==> src/rtl/lir_pkg.sv <==
// Shared widths, constants and controller/datapath command types for the resampler.
package lir_pkg;

  // Counter width for sample, output and position counters
  localparam int COUNT_BITS = 32;
  localparam int CNT_W      = COUNT_BITS;

  // Field and register widths
  localparam int IR_W      = 18;
  localparam int OR_W      = 16;
  localparam int FC_W      = 32;
  localparam int SMP_W     = 18;
  localparam int OUT_W     = 16;
  localparam int CFG_W     = 32;
  localparam int CFG_IDX_W = 2;

  // Rate limits and reset values
  localparam int IR_MIN   = 8000;
  localparam int IR_MAX   = 192000;
  localparam int OR_MIN   = 8000;
  localparam int OR_MAX   = 48000;
  localparam int IR_RESET = 16000;
  localparam int OR_RESET = 16000;
  localparam int FC_RESET = 1;

  // Results per item
  localparam int MAX_RESULTS = 12;
  localparam int RUN_W       = $clog2(MAX_RESULTS + 1);

  // Arithmetic widths
  localparam int PROD_W = CNT_W + OR_W;         // frames * out_rate
  localparam int NUM_W  = SMP_W + OR_W + 1;     // interpolation numerator, signed
  localparam int MAG_W  = SMP_W - 1 + OR_W;     // numerator magnitude bound
  localparam int DVD_W  = (PROD_W > MAG_W) ? PROD_W : MAG_W;
  localparam int DVS_W  = IR_W;
  localparam int LEN_W  = $clog2(DVD_W + 1);

  // Output scaling: clamp to full scale, times 32767, drop 15 fraction bits
  localparam int FULL_SCALE = 32768;
  localparam int SCALE_MUL  = 32767;
  localparam int FRAC_BITS  = 15;
  localparam int QM_W       = SMP_W - 1;
  localparam int SC_W       = QM_W + FRAC_BITS;

  // Configuration register indexes
  typedef enum logic [CFG_IDX_W-1:0] {
    CFG_IN_RATE     = 2'd0,
    CFG_OUT_RATE    = 2'd1,
    CFG_FRAME_COUNT = 2'd2
  } cfg_idx_t;

  // Controller to datapath commands
  typedef struct packed {
    logic load;
    logic tot_start;
    logic tot_apply;
    logic carry_start;
    logic carry_apply;
    logic mul0;
    logic mul1;
    logic add;
    logic int_start;
    logic int_apply;
    logic scale;
    logic pos_start;
    logic pos_apply;
    logic emit;
    logic finish;
  } lir_cmd_t;

  // Datapath to controller status
  typedef struct packed {
    logic first;
    logic rem_ge;
    logic more;
    logic div_busy;
    logic out_free;
  } lir_sts_t;

endpackage

==> src/rtl/lir_if.sv <==
// Stream channel interfaces for input samples and resampled results.
interface lir_in_if import lir_pkg::*; ();
  logic                    valid;
  logic                    ready;
  logic signed [SMP_W-1:0] in_sample;

  modport source (output valid, output in_sample, input ready);
  modport sink   (input valid, input in_sample, output ready);
endinterface

interface lir_out_if import lir_pkg::*; ();
  logic                    valid;
  logic                    ready;
  logic signed [OUT_W-1:0] out_sample;
  logic                    last_of_run;
  logic                    end_of_stream;

  modport source (output valid, output out_sample, output last_of_run,
                  output end_of_stream, input ready);
  modport sink   (input valid, input out_sample, input last_of_run,
                  input end_of_stream, output ready);
endinterface

==> src/rtl/linear_interp_audio_resampler_top.sv <==
// Linear interpolation sample rate converter, mono Q2.15 in, int16 out.
// Each result runs the multiply/add, the interpolation divide and the position divide,
// then waits for a free output slot; an item with no result skips them.
// The first item of a stream also runs the output-total divide (PROD_W steps).
// Throughput: one item at a time, set by the shared one-bit-per-cycle divider.
// Reset (rst_n, synchronous low): rates 16000 Hz, frame count 1, all counters cleared.
module linear_interp_audio_resampler_top import lir_pkg::*; (
  input  logic                 clk,
  input  logic                 rst_n,
  input  logic                 cfg_we,
  input  logic [CFG_IDX_W-1:0] cfg_idx,
  input  logic [CFG_W-1:0]     cfg_wdata,
  lir_in_if.sink               in_ch,
  lir_out_if.source            out_ch
);

  lir_cmd_t cmd;
  lir_sts_t sts;

  lir_ctrl u_ctrl (
    .clk      (clk),
    .rst_n    (rst_n),
    .in_valid (in_ch.valid),
    .in_ready (in_ch.ready),
    .sts      (sts),
    .cmd      (cmd)
  );

  lir_dp u_dp (
    .clk        (clk),
    .rst_n      (rst_n),
    .cfg_we     (cfg_we),
    .cfg_idx    (cfg_idx),
    .cfg_wdata  (cfg_wdata),
    .in_sample  (in_ch.in_sample),
    .out_ready  (out_ch.ready),
    .out_valid  (out_ch.valid),
    .out_sample (out_ch.out_sample),
    .out_last   (out_ch.last_of_run),
    .out_eos    (out_ch.end_of_stream),
    .cmd        (cmd),
    .sts        (sts)
  );

endmodule

==> src/rtl/lir_div.sv <==
// Restoring radix-2 divider, one quotient bit per cycle, variable length.
module lir_div import lir_pkg::*; (
  input  logic             clk,
  input  logic             rst_n,
  input  logic             start,
  input  logic [LEN_W-1:0] len,
  input  logic [DVD_W-1:0] dividend,   // left-aligned: top len bits are used
  input  logic [DVS_W-1:0] divisor,
  output logic             busy,
  output logic [DVD_W-1:0] quot,
  output logic [DVS_W-1:0] rem
);

  logic [DVD_W-1:0] dvd_r;
  logic [DVS_W-1:0] rem_r;
  logic [DVS_W-1:0] dvs_r;
  logic [LEN_W-1:0] cnt_r;
  logic             busy_r;

  logic [DVS_W:0]   rem_sh;
  logic             ge;
  logic [DVS_W:0]   rem_diff;

  // One shift-subtract step
  always_comb begin
    rem_sh   = {rem_r, dvd_r[DVD_W-1]};
    ge       = rem_sh >= {1'b0, dvs_r};
    rem_diff = rem_sh - {1'b0, dvs_r};
  end

  // Control: counts down the requested number of steps
  always_ff @(posedge clk) begin
    if (!rst_n) begin
      busy_r <= 1'b0;
      cnt_r  <= '0;
    end else if (start) begin
      busy_r <= 1'b1;
      cnt_r  <= len;
    end else if (busy_r) begin
      cnt_r  <= cnt_r - LEN_W'(1);
      busy_r <= (cnt_r != LEN_W'(1));
    end
  end

  // Working registers; quotient bits shift in at the bottom
  always_ff @(posedge clk) begin
    if (start) begin
      dvd_r <= dividend;
      rem_r <= '0;
      dvs_r <= divisor;
    end else if (busy_r) begin
      dvd_r <= {dvd_r[DVD_W-2:0], ge};
      rem_r <= ge ? rem_diff[DVS_W-1:0] : rem_sh[DVS_W-1:0];
    end
  end

  assign busy = busy_r;
  assign quot = dvd_r;
  assign rem  = rem_r;

endmodule

==> src/rtl/lir_dp.sv <==
// Datapath: config registers, stream state, multiplier, divider and output register.
module lir_dp import lir_pkg::*; (
  input  logic                    clk,
  input  logic                    rst_n,
  // configuration
  input  logic                    cfg_we,
  input  logic [CFG_IDX_W-1:0]    cfg_idx,
  input  logic [CFG_W-1:0]        cfg_wdata,
  // input item payload
  input  logic signed [SMP_W-1:0] in_sample,
  // result channel
  input  logic                    out_ready,
  output logic                    out_valid,
  output logic signed [OUT_W-1:0] out_sample,
  output logic                    out_last,
  output logic                    out_eos,
  // controller link
  input  lir_cmd_t                cmd,
  output lir_sts_t                sts
);

  // Configuration registers
  logic [IR_W-1:0] in_rate_r;
  logic [OR_W-1:0] out_rate_r;
  logic [FC_W-1:0] frame_count_r;

  // Stream state
  logic signed [SMP_W-1:0] prev_r;
  logic signed [SMP_W-1:0] cur_r;
  logic [CNT_W-1:0]        seen_r;
  logic [CNT_W-1:0]        done_r;
  logic [CNT_W-1:0]        total_r;
  logic [CNT_W-1:0]        whole_r;
  logic [OR_W-1:0]         frac_r;
  logic                    last_r;
  logic [RUN_W-1:0]        run_r;

  // Arithmetic registers
  logic signed [NUM_W-1:0] mul_r;
  logic signed [NUM_W-1:0] acc_r;
  logic                    neg_r;
  logic [SC_W-1:0]         sc_r;
  logic signed [OUT_W-1:0] pend_r;
  logic                    pend_eos_r;

  // Output register
  logic                    out_valid_r;
  logic signed [OUT_W-1:0] out_sample_r;
  logic                    out_last_r;
  logic                    out_eos_r;

  // Combinational helpers
  logic [IR_W-1:0]         ir;
  logic [OR_W-1:0]         orate;
  logic [CNT_W-1:0]        frames;
  logic                    last_now;
  logic [PROD_W-1:0]       tot_prod;
  logic [NUM_W-1:0]        acc_abs;
  logic [IR_W-1:0]         pos_sum;
  logic signed [SMP_W-1:0] x0;
  logic signed [SMP_W-1:0] mul_a;
  logic signed [OR_W:0]    mul_b;
  logic [QM_W-1:0]         qm;
  logic [OUT_W-1:0]        mag16;
  logic                    more;

  logic                    div_start;
  logic [LEN_W-1:0]        div_len;
  logic [DVD_W-1:0]        div_dvd;
  logic [DVS_W-1:0]        div_dvs;
  logic                    div_busy;
  logic [DVD_W-1:0]        div_quot;
  logic [DVS_W-1:0]        div_rem;

  // Config writes
  always_ff @(posedge clk) begin
    if (!rst_n) begin
      in_rate_r     <= IR_W'(IR_RESET);
      out_rate_r    <= OR_W'(OR_RESET);
      frame_count_r <= FC_W'(FC_RESET);
    end else if (cfg_we) begin
      unique case (cfg_idx)
        CFG_IN_RATE:     in_rate_r     <= cfg_wdata[IR_W-1:0];
        CFG_OUT_RATE:    out_rate_r    <= cfg_wdata[OR_W-1:0];
        CFG_FRAME_COUNT: frame_count_r <= cfg_wdata[FC_W-1:0];
        default: ;
      endcase
    end
  end

  // Clamped rates and frame count
  always_comb begin
    if (in_rate_r < IR_W'(IR_MIN))      ir = IR_W'(IR_MIN);
    else if (in_rate_r > IR_W'(IR_MAX)) ir = IR_W'(IR_MAX);
    else                                ir = in_rate_r;

    if (out_rate_r < OR_W'(OR_MIN))      orate = OR_W'(OR_MIN);
    else if (out_rate_r > OR_W'(OR_MAX)) orate = OR_W'(OR_MAX);
    else                                 orate = out_rate_r;

    if (frame_count_r == '0)                 frames = CNT_W'(1);
    else if ((frame_count_r >> CNT_W) != '0) frames = '1;
    else                                     frames = CNT_W'(frame_count_r);
  end

  // Per-item values
  assign last_now = ({1'b0, seen_r} + (CNT_W+1)'(1)) >= {1'b0, frames};
  assign tot_prod = PROD_W'(frames) * PROD_W'(orate);
  assign acc_abs  = acc_r[NUM_W-1] ? NUM_W'(-acc_r) : NUM_W'(acc_r);
  assign pos_sum  = IR_W'({{(IR_W-OR_W){1'b0}}, frac_r} + ir);
  assign x0       = (whole_r < seen_r) ? prev_r : cur_r;

  // Another output is due for the current item
  assign more = (run_r < RUN_W'(MAX_RESULTS)) && (done_r < total_r) &&
                ((whole_r < seen_r) || (last_r && (whole_r == seen_r)));

  // Divider operand select
  always_comb begin
    div_start = cmd.tot_start | cmd.carry_start | cmd.int_start | cmd.pos_start;
    div_len   = LEN_W'(IR_W);
    div_dvd   = DVD_W'(pos_sum) << (DVD_W - IR_W);
    div_dvs   = DVS_W'(orate);
    priority if (cmd.tot_start) begin
      div_len = LEN_W'(PROD_W);
      div_dvd = DVD_W'(tot_prod) << (DVD_W - PROD_W);
      div_dvs = ir;
    end else if (cmd.carry_start) begin
      div_len = LEN_W'(OR_W);
      div_dvd = DVD_W'(frac_r) << (DVD_W - OR_W);
    end else if (cmd.int_start) begin
      div_len = LEN_W'(MAG_W);
      div_dvd = DVD_W'(acc_abs[MAG_W-1:0]) << (DVD_W - MAG_W);
    end
  end

  lir_div u_div (
    .clk      (clk),
    .rst_n    (rst_n),
    .start    (div_start),
    .len      (div_len),
    .dividend (div_dvd),
    .divisor  (div_dvs),
    .busy     (div_busy),
    .quot     (div_quot),
    .rem      (div_rem)
  );

  // Stream counters and position
  always_ff @(posedge clk) begin
    if (!rst_n) begin
      prev_r  <= '0;
      seen_r  <= '0;
      done_r  <= '0;
      total_r <= '0;
      whole_r <= '0;
      frac_r  <= '0;
      last_r  <= 1'b0;
      run_r   <= '0;
    end else begin
      if (cmd.load) begin
        last_r <= last_now;
        run_r  <= '0;
      end
      if (cmd.tot_apply) begin
        total_r <= (div_quot[DVD_W-1:CNT_W] != '0) ? '1 : div_quot[CNT_W-1:0];
        done_r  <= '0;
        whole_r <= '0;
        frac_r  <= '0;
      end
      if (cmd.carry_apply || cmd.pos_apply) begin
        whole_r <= whole_r + CNT_W'(div_quot);
        frac_r  <= div_rem[OR_W-1:0];
      end
      if (cmd.pos_apply) begin
        run_r <= run_r + RUN_W'(1);
      end
      if (cmd.scale) begin
        done_r <= done_r + CNT_W'(1);
      end
      // end of item: clear after the last frame, else advance
      if (cmd.finish) begin
        if (last_r) begin
          prev_r  <= '0;
          seen_r  <= '0;
          done_r  <= '0;
          total_r <= '0;
          whole_r <= '0;
          frac_r  <= '0;
        end else begin
          prev_r <= cur_r;
          seen_r <= seen_r + CNT_W'(1);
        end
      end
    end
  end

  // Interpolation: x0*(out_rate-frac) + cur*frac, divided by out_rate, then magnitude clamp and scale
  always_comb begin
    mul_a = cmd.mul0 ? x0 : cur_r;
    mul_b = signed'({1'b0, cmd.mul0 ? (orate - frac_r) : frac_r});
    qm    = (div_quot > DVD_W'(FULL_SCALE)) ? QM_W'(FULL_SCALE) : div_quot[QM_W-1:0];
    mag16 = sc_r[FRAC_BITS +: OUT_W];
  end

  always_ff @(posedge clk) begin
    if (cmd.load) cur_r <= in_sample;
    if (cmd.mul0 || cmd.mul1) mul_r <= NUM_W'(mul_a) * NUM_W'(mul_b);
    if (cmd.mul1) acc_r <= mul_r;
    if (cmd.add) acc_r <= acc_r + mul_r;
    if (cmd.int_start) neg_r <= acc_r[NUM_W-1];
    if (cmd.int_apply) sc_r <= SC_W'(qm) * SC_W'(SCALE_MUL);
    if (cmd.scale) begin
      pend_r     <= neg_r ? -mag16 : mag16;
      pend_eos_r <= (done_r + CNT_W'(1)) == total_r;
    end
  end

  // Output register
  always_ff @(posedge clk) begin
    if (!rst_n) begin
      out_valid_r <= 1'b0;
    end else if (cmd.emit) begin
      out_valid_r <= 1'b1;
    end else if (out_ready) begin
      out_valid_r <= 1'b0;
    end
  end

  always_ff @(posedge clk) begin
    if (cmd.emit) begin
      out_sample_r <= pend_r;
      out_last_r   <= ~more;
      out_eos_r    <= pend_eos_r;
    end
  end

  assign out_valid  = out_valid_r;
  assign out_sample = out_sample_r;
  assign out_last   = out_last_r;
  assign out_eos    = out_eos_r;

  // Status to controller
  always_comb begin
    sts.first    = (seen_r == '0);
    sts.rem_ge   = (frac_r >= orate);
    sts.more     = more;
    sts.div_busy = div_busy;
    sts.out_free = ~out_valid_r | out_ready;
  end

endmodule

==> src/rtl/lir_ctrl.sv <==
// Controller: sequences one input item through total, carry, interpolation and emit.
module lir_ctrl import lir_pkg::*; (
  input  logic     clk,
  input  logic     rst_n,
  input  logic     in_valid,
  output logic     in_ready,
  input  lir_sts_t sts,
  output lir_cmd_t cmd
);

  typedef enum logic [3:0] {
    ST_IDLE,
    ST_TOT_START,
    ST_TOT_WAIT,
    ST_CARRY,
    ST_CARRY_WAIT,
    ST_CHECK,
    ST_MUL0,
    ST_MUL1,
    ST_ADD,
    ST_INT_START,
    ST_INT_WAIT,
    ST_SCALE,
    ST_POS_START,
    ST_POS_WAIT,
    ST_EMIT,
    ST_FINISH
  } state_t;

  state_t state_r, state_nxt;
  logic   in_ready_r;

  // Next state and command decode
  always_comb begin
    cmd       = '0;
    state_nxt = state_r;
    unique case (state_r)
      ST_IDLE: begin
        if (in_valid && in_ready_r) begin
          cmd.load  = 1'b1;
          state_nxt = sts.first ? ST_TOT_START : ST_CARRY;
        end
      end
      ST_TOT_START: begin
        cmd.tot_start = 1'b1;
        state_nxt     = ST_TOT_WAIT;
      end
      ST_TOT_WAIT: begin
        if (!sts.div_busy) begin
          cmd.tot_apply = 1'b1;
          state_nxt     = ST_CHECK;
        end
      end
      ST_CARRY: begin
        if (sts.rem_ge) begin
          cmd.carry_start = 1'b1;
          state_nxt       = ST_CARRY_WAIT;
        end else begin
          state_nxt = ST_CHECK;
        end
      end
      ST_CARRY_WAIT: begin
        if (!sts.div_busy) begin
          cmd.carry_apply = 1'b1;
          state_nxt       = ST_CHECK;
        end
      end
      ST_CHECK: begin
        state_nxt = sts.more ? ST_MUL0 : ST_FINISH;
      end
      ST_MUL0: begin
        cmd.mul0  = 1'b1;
        state_nxt = ST_MUL1;
      end
      ST_MUL1: begin
        cmd.mul1  = 1'b1;
        state_nxt = ST_ADD;
      end
      ST_ADD: begin
        cmd.add   = 1'b1;
        state_nxt = ST_INT_START;
      end
      ST_INT_START: begin
        cmd.int_start = 1'b1;
        state_nxt     = ST_INT_WAIT;
      end
      ST_INT_WAIT: begin
        if (!sts.div_busy) begin
          cmd.int_apply = 1'b1;
          state_nxt     = ST_SCALE;
        end
      end
      ST_SCALE: begin
        cmd.scale = 1'b1;
        state_nxt = ST_POS_START;
      end
      ST_POS_START: begin
        cmd.pos_start = 1'b1;
        state_nxt     = ST_POS_WAIT;
      end
      ST_POS_WAIT: begin
        if (!sts.div_busy) begin
          cmd.pos_apply = 1'b1;
          state_nxt     = ST_EMIT;
        end
      end
      ST_EMIT: begin
        // wait for a free output slot; position is already advanced
        if (sts.out_free) begin
          cmd.emit  = 1'b1;
          state_nxt = sts.more ? ST_MUL0 : ST_FINISH;
        end
      end
      ST_FINISH: begin
        cmd.finish = 1'b1;
        state_nxt  = ST_IDLE;
      end
      default: state_nxt = ST_IDLE;
    endcase
  end

  // State and registered ready
  always_ff @(posedge clk) begin
    if (!rst_n) begin
      state_r    <= ST_IDLE;
      in_ready_r <= 1'b1;
    end else begin
      state_r    <= state_nxt;
      in_ready_r <= (state_nxt == ST_IDLE);
    end
  end

  assign in_ready = in_ready_r;

endmodule
==> src/flat_wrapper.sv <==
// flat-port wrapper written by rule: the top's interface ports become plain ports
module linear_interp_audio_resampler_top_flat import lir_pkg::*;
  (clk, rst_n, cfg_we, cfg_idx, cfg_wdata, in_ch_valid, in_ch_in_sample, in_ch_ready, out_ch_valid, out_ch_out_sample, out_ch_last_of_run, out_ch_end_of_stream, out_ch_ready);
  lir_in_if in_ch_i ();
  lir_out_if out_ch_i ();
  input  logic clk;
  input  logic rst_n;
  input  logic cfg_we;
  input  logic [CFG_IDX_W-1:0] cfg_idx;
  input  logic [CFG_W-1:0] cfg_wdata;
  input wire logic [$bits(in_ch_i.valid)-1:0] in_ch_valid;
  input wire logic [$bits(in_ch_i.in_sample)-1:0] in_ch_in_sample;
  output wire logic [$bits(in_ch_i.ready)-1:0] in_ch_ready;
  output wire logic [$bits(out_ch_i.valid)-1:0] out_ch_valid;
  output wire logic [$bits(out_ch_i.out_sample)-1:0] out_ch_out_sample;
  output wire logic [$bits(out_ch_i.last_of_run)-1:0] out_ch_last_of_run;
  output wire logic [$bits(out_ch_i.end_of_stream)-1:0] out_ch_end_of_stream;
  input wire logic [$bits(out_ch_i.ready)-1:0] out_ch_ready;
  assign in_ch_i.valid = in_ch_valid;
  assign in_ch_i.in_sample = in_ch_in_sample;
  assign in_ch_ready = in_ch_i.ready;
  assign out_ch_valid = out_ch_i.valid;
  assign out_ch_out_sample = out_ch_i.out_sample;
  assign out_ch_last_of_run = out_ch_i.last_of_run;
  assign out_ch_end_of_stream = out_ch_i.end_of_stream;
  assign out_ch_i.ready = out_ch_ready;
  linear_interp_audio_resampler_top u_core (.clk(clk), .rst_n(rst_n), .cfg_we(cfg_we), .cfg_idx(cfg_idx), .cfg_wdata(cfg_wdata), .in_ch(in_ch_i), .out_ch(out_ch_i));
endmodule
==> config.mk <==
export PLATFORM = sky130hd
export DESIGN_NAME = linear_interp_audio_resampler_top_flat
export DESIGN_NICKNAME = d
export VERILOG_FILES = /design/src/rtl/lir_pkg.sv /design/src/rtl/lir_if.sv /design/src/rtl/linear_interp_audio_resampler_top.sv /design/src/rtl/lir_div.sv /design/src/rtl/lir_dp.sv /design/src/rtl/lir_ctrl.sv /design/src/flat_wrapper.sv
export SDC_FILE = /design/constraint.sdc
export NUM_CORES = 2
export LEC_CHECK = 0
export ABC_AREA = 1
export BUFFER_PORTS_ARGS = -buffer_cell sky130_fd_sc_hd__buf_2
export CORE_AREA = 2 2 348 315
export CTS_CLUSTER_DIAMETER = 50
export DETAILED_ROUTE_END_ITERATION = 16
export DIE_AREA = 0 0 350 317
export GPL_ROUTABILITY_DRIVEN = 1
export PLACE_DENSITY = 0.78
export SYNTH_ARGS = -nofsm -noshare
export SYNTH_HDL_FRONTEND = slang
export SYNTH_SLANG_ARGS = --single-unit
==> constraint.sdc <==
create_clock -name clk -period 8.2 [get_ports clk]
set_clock_uncertainty 0.2 [all_clocks]
set_input_delay 1.23 -clock clk [delete_from_list [all_inputs] [get_ports clk]]
set_output_delay 1.23 -clock clk [all_outputs]
set_load 0.005 [all_outputs]
==> flow_metrics.py <==
metrics = {
    "run_status": {
        "status": "finished with violations",
        "violations": "setup timing",
    },
    "synthesis": {
        "ys_async_sr_fraction_pct": 0,
        "synth_cell_type_count": 65,
        "syn_inst": 8143,
        "synth_warnings": 0,
        "synth_area_um2": 63000,
        "ys_top_cells_by_area": "fa_1, nand2_1, ha_1",
        "seq_area_frac_synth_pct": 18.2,
        "ys_top_cells_by_count": "nand2_1, inv_1, fa_1",
        "synth-seq-cells": 470,
        "synth.most_common_cell": "nand2_1",
        "synth_enable_flop_cells": 206,
        "dominantRegCellSynth": "dfxtp_1",
        "yosys.area.top_type_share_pct": 26.5,
        "avgSynthCellArea_um2": 7.73,
        "synth_top_cell_by_area": "fa_1",
    },
    "sta": {
        "hold_violations": 0,
        "finalSetupViolations": 3,
        "finalCritPeriodShare_pct": 101,
        "slew_viol_final": 0,
        "fmax_mhz": 121,
        "slew_headroom_pct": 23.2,
        "layout_min_cycle_time_ns": 8.25,
        "tightest_slew_ns": 1.14,
        "fin_ws_ns": -0.0498,
        "rsz0062_at_grt": "yes",
    },
    "power": {
        "powerDensity_nw_per_um2": 223,
        "peakVddDrop_uv": 166,
        "p_switching_mw": 7.54,
        "p_comb_share_pct": 56.2,
        "sequentialPowerShare_pct": 22.1,
        "cellLeakagePower_nw": 34.4,
        "clkPwrFrac_pct": 21.7,
        "switching_share_pct": 47.7,
        "intPower_mw": 8.26,
    },
    "routing": {
        "wl_per_cell_um": 21.0,
        "via_per_inst": 5.79,
        "drc": 0,
        "antenna_left": 0,
        "vias": 57600,
        "firstDrtPassIters": 7,
        "drt_wl_total_mm": 209,
        "drtIter0Drc": 6412,
    },
    "critical_path": {
        "cp-start-kind": "register",
        "r2r_start": "u_core.u_dp.out_rate_r[15]",
        "rr_endpoint": "u_core.u_dp.mul_r[25]",
        "crit_path_top_delay_cell": "fa_1",
        "crit_top_cell": "fa_1",
        "critical_path.max_fanout": 5,
        "required_ns": 8.40,
        "reg2regPathDepth": 38,
        "cp.arrival_ns": 8.45,
        "critical_path_class": "reg -> reg",
        "worst_setup_path_end_kind": "register",
        "slowest_delay_ns": 0.63,
        "ff2ff_setup_slack_ns": -0.05,
    },
    "global_route": {
        "grt_overflow": 0,
        "grt_usage_pct": 38.0,
        "first_global_vias": 57400,
        "grt_start_max_net_pins": 77,
        "antenna_found_initial": 5,
        "grt_pass1_wl_mm": 324,
    },
    "floorplan": {
        "fp.dieW_um": 350,
        "ios": 77,
        "row_count": 114,
        "dieArea_um2": 111000,
        "coreArea_um2": 107000,
        "start_util_pct": 58.8,
        "die_h_um": 317,
    },
    "placement": {
        "hpwl_mm": 166,
        "io_buffers": 76,
        "dpl.cell_count": 9785,
        "placed_cell_area_um2": 67000,
        "gp_congestion": 1.03,
    },
    "cells_and_area": {
        "final_nets": 9825,
        "layout-drive-gt1-share_pct": 10.5,
        "area_growth_pct": 12.5,
        "fin_cells": 9940,
        "final_cell_area_um2": 70800,
    },
    "clocking": {
        "cts-root-buf": "clkbuf_16",
        "htree_levels": 3,
        "clk_latency_ns": 0.67,
        "cts.clk_slew.worst_paths_ns": 0.06,
        "cts_inserted_buffers": 74,
        "hold_buffers": 0,
        "clk_path_buf_depth": 3,
        "cts_tree": "yes",
        "clkSinkCount": 470,
    },
    "hold_path": {
        "hold_path_depth": 0,
        "hp-class": "reg -> reg",
        "min_from": "u_core.u_dp.pend_r[11]",
        "whs_endpoint": "u_core.u_dp.out_sample[11]",
    },
    "flow_run": {
        "cap_violations": 0,
    },
}
## metrics by stage
step	hold WS, ns	setup slack [ns]	TNS [ns]	util (%)	total power, mW
after floorplan	0.200	0.00211	0	-	8.68
after global routing	0.230	-0.345	-2.53	66.1	16.8
final	0.216	-0.0498	-0.0865	66.1	15.8
after detailed placement	0.205	-0.217	-1.25	62.6	11.7
after CTS	0.218	0.0258	0	65.1	15.2
after global placement	0.201	-0.0750	-0.150	62.6	11.6
## cells by family (layout without fill, tap and decap cells)
kind of cell	Yosys count	in the layout	share of synthesized area, %
and+or+nand+nor	3008	3008	19.7
buffers and inverters	1890	2230	11.5
adders and majority gates	1341	1341	36.6
AOI/OAI and AO/OA	1206	1206	10.9
DFF	470	470	18.2
xor gates and xnor gates	226	226	3.14
other	2	9	0.0119
## critical path, delay by kind of cell, from the launching register on
kind / cells / cell delay [ns]
AO/OA/AOI/OAI: 6 / 0.95
XOR/XNOR: 2 / 0.35
adder cells (fa/ha/maj): 9 / 3.77
buffers and inverters: 11 / 0.95
flip-flops: 1 / 0.35
AND/OR/NAND/NOR: 10 / 1.42
## layer usage
| metal | track usage (%) | share of wire [%] | wire length (um) |
|---|---|---|---|
| met5 | 0 | 0.019 | 39 |
| met4 | 20.3 | 6.4 | 13300 |
| met3 | 8.77 | 11 | 22500 |
| met2 | 58.7 | 44 | 91500 |
| met1 | 49.9 | 39 | 81700 |
## cell usage in the layout (no fill, tap or decap), drive strengths merged, types with 27 or more instances in the layout
cell type	Yosys	final
o21bai	27	27
or2	43	43
nor2	738	738
fa	834	834
nand4	81	81
inv	1644	1657
nand2	1715	1715
xor2	162	162
edfxtp	206	206
a21oi	535	535
a31oi	58	58
o211ai	32	32
nor3	78	78
dfxtp	264	264
a21o	33	33
xnor2	64	64
nor4	55	55
o21ai	388	388
clkbuf	172	93
nand3	265	265
buf	66	439
ha	507	507
## power groups by stage
stage / sequential, mW / combinational [mW] / clock, mW
finish: 3.49 / 8.88 / 3.43
global route: 3.52 / 9.70 / 3.54
CTS: 3.46 / 8.30 / 3.45
detailed placement: 3.50 / 8.20 / 0
global placement: 3.50 / 8.06 / 0
floorplan: 3.31 / 5.37 / 0
## timing repair
action | CTS | global route
setup endpoints to repair | 16 | 49
setup buffers | 0 | 13
gates cloned | 0 | 3
resized for setup | 17 | 250
pin swaps | 4 | 102
## registers in the layout, summed over array words and instances (netlist names), 32 cells and up
register and flops:
u_core.u_dp.u_div.quot 48, u_core.u_dp.frame_count_r 32, u_core.u_dp.whole_r 32, u_core.u_dp.total_r 32, u_core.u_dp.seen_r 32, u_core.u_dp.acc_r 35, u_core.u_dp.mul_r 35, u_core.u_dp.done_r 32
## layout make-up
cell class                 count  area (um2)
tap                         1450        1810
fill                        9048       36300
clock inverter                46         632
inverter                    1652        6210
multi-input combinational   5787       45300
timing repair buffer         442        3380
sequential                   470       11500
clock buffer                  90        2040
antenna                        3        7.51
## worst max-delay path by stage
stage | end | cells past startpoint | slack [ns] | start
after floorplan | u_core.u_dp.mul_r[28] | 40 | 0.002 | u_core.u_dp.out_rate_r[15]
final | u_core.u_dp.mul_r[25] | 38 | -0.05 | u_core.u_dp.out_rate_r[15]
after global placement | u_core.u_dp.mul_r[31] | 44 | -0.08 | u_core.u_dp.out_rate_r[15]
after global routing | u_core.u_dp.mul_r[33] | 44 | -0.35 | u_core.u_dp.out_rate_r[9]
after CTS | u_core.u_dp.mul_r[33] | 44 | 0.03 | u_core.u_dp.out_rate_r[11]
after detailed placement | u_core.u_dp.mul_r[33] | 44 | -0.22 | u_core.u_dp.out_rate_r[15]
No activity file was read; power rests on OpenSTA's default activity.
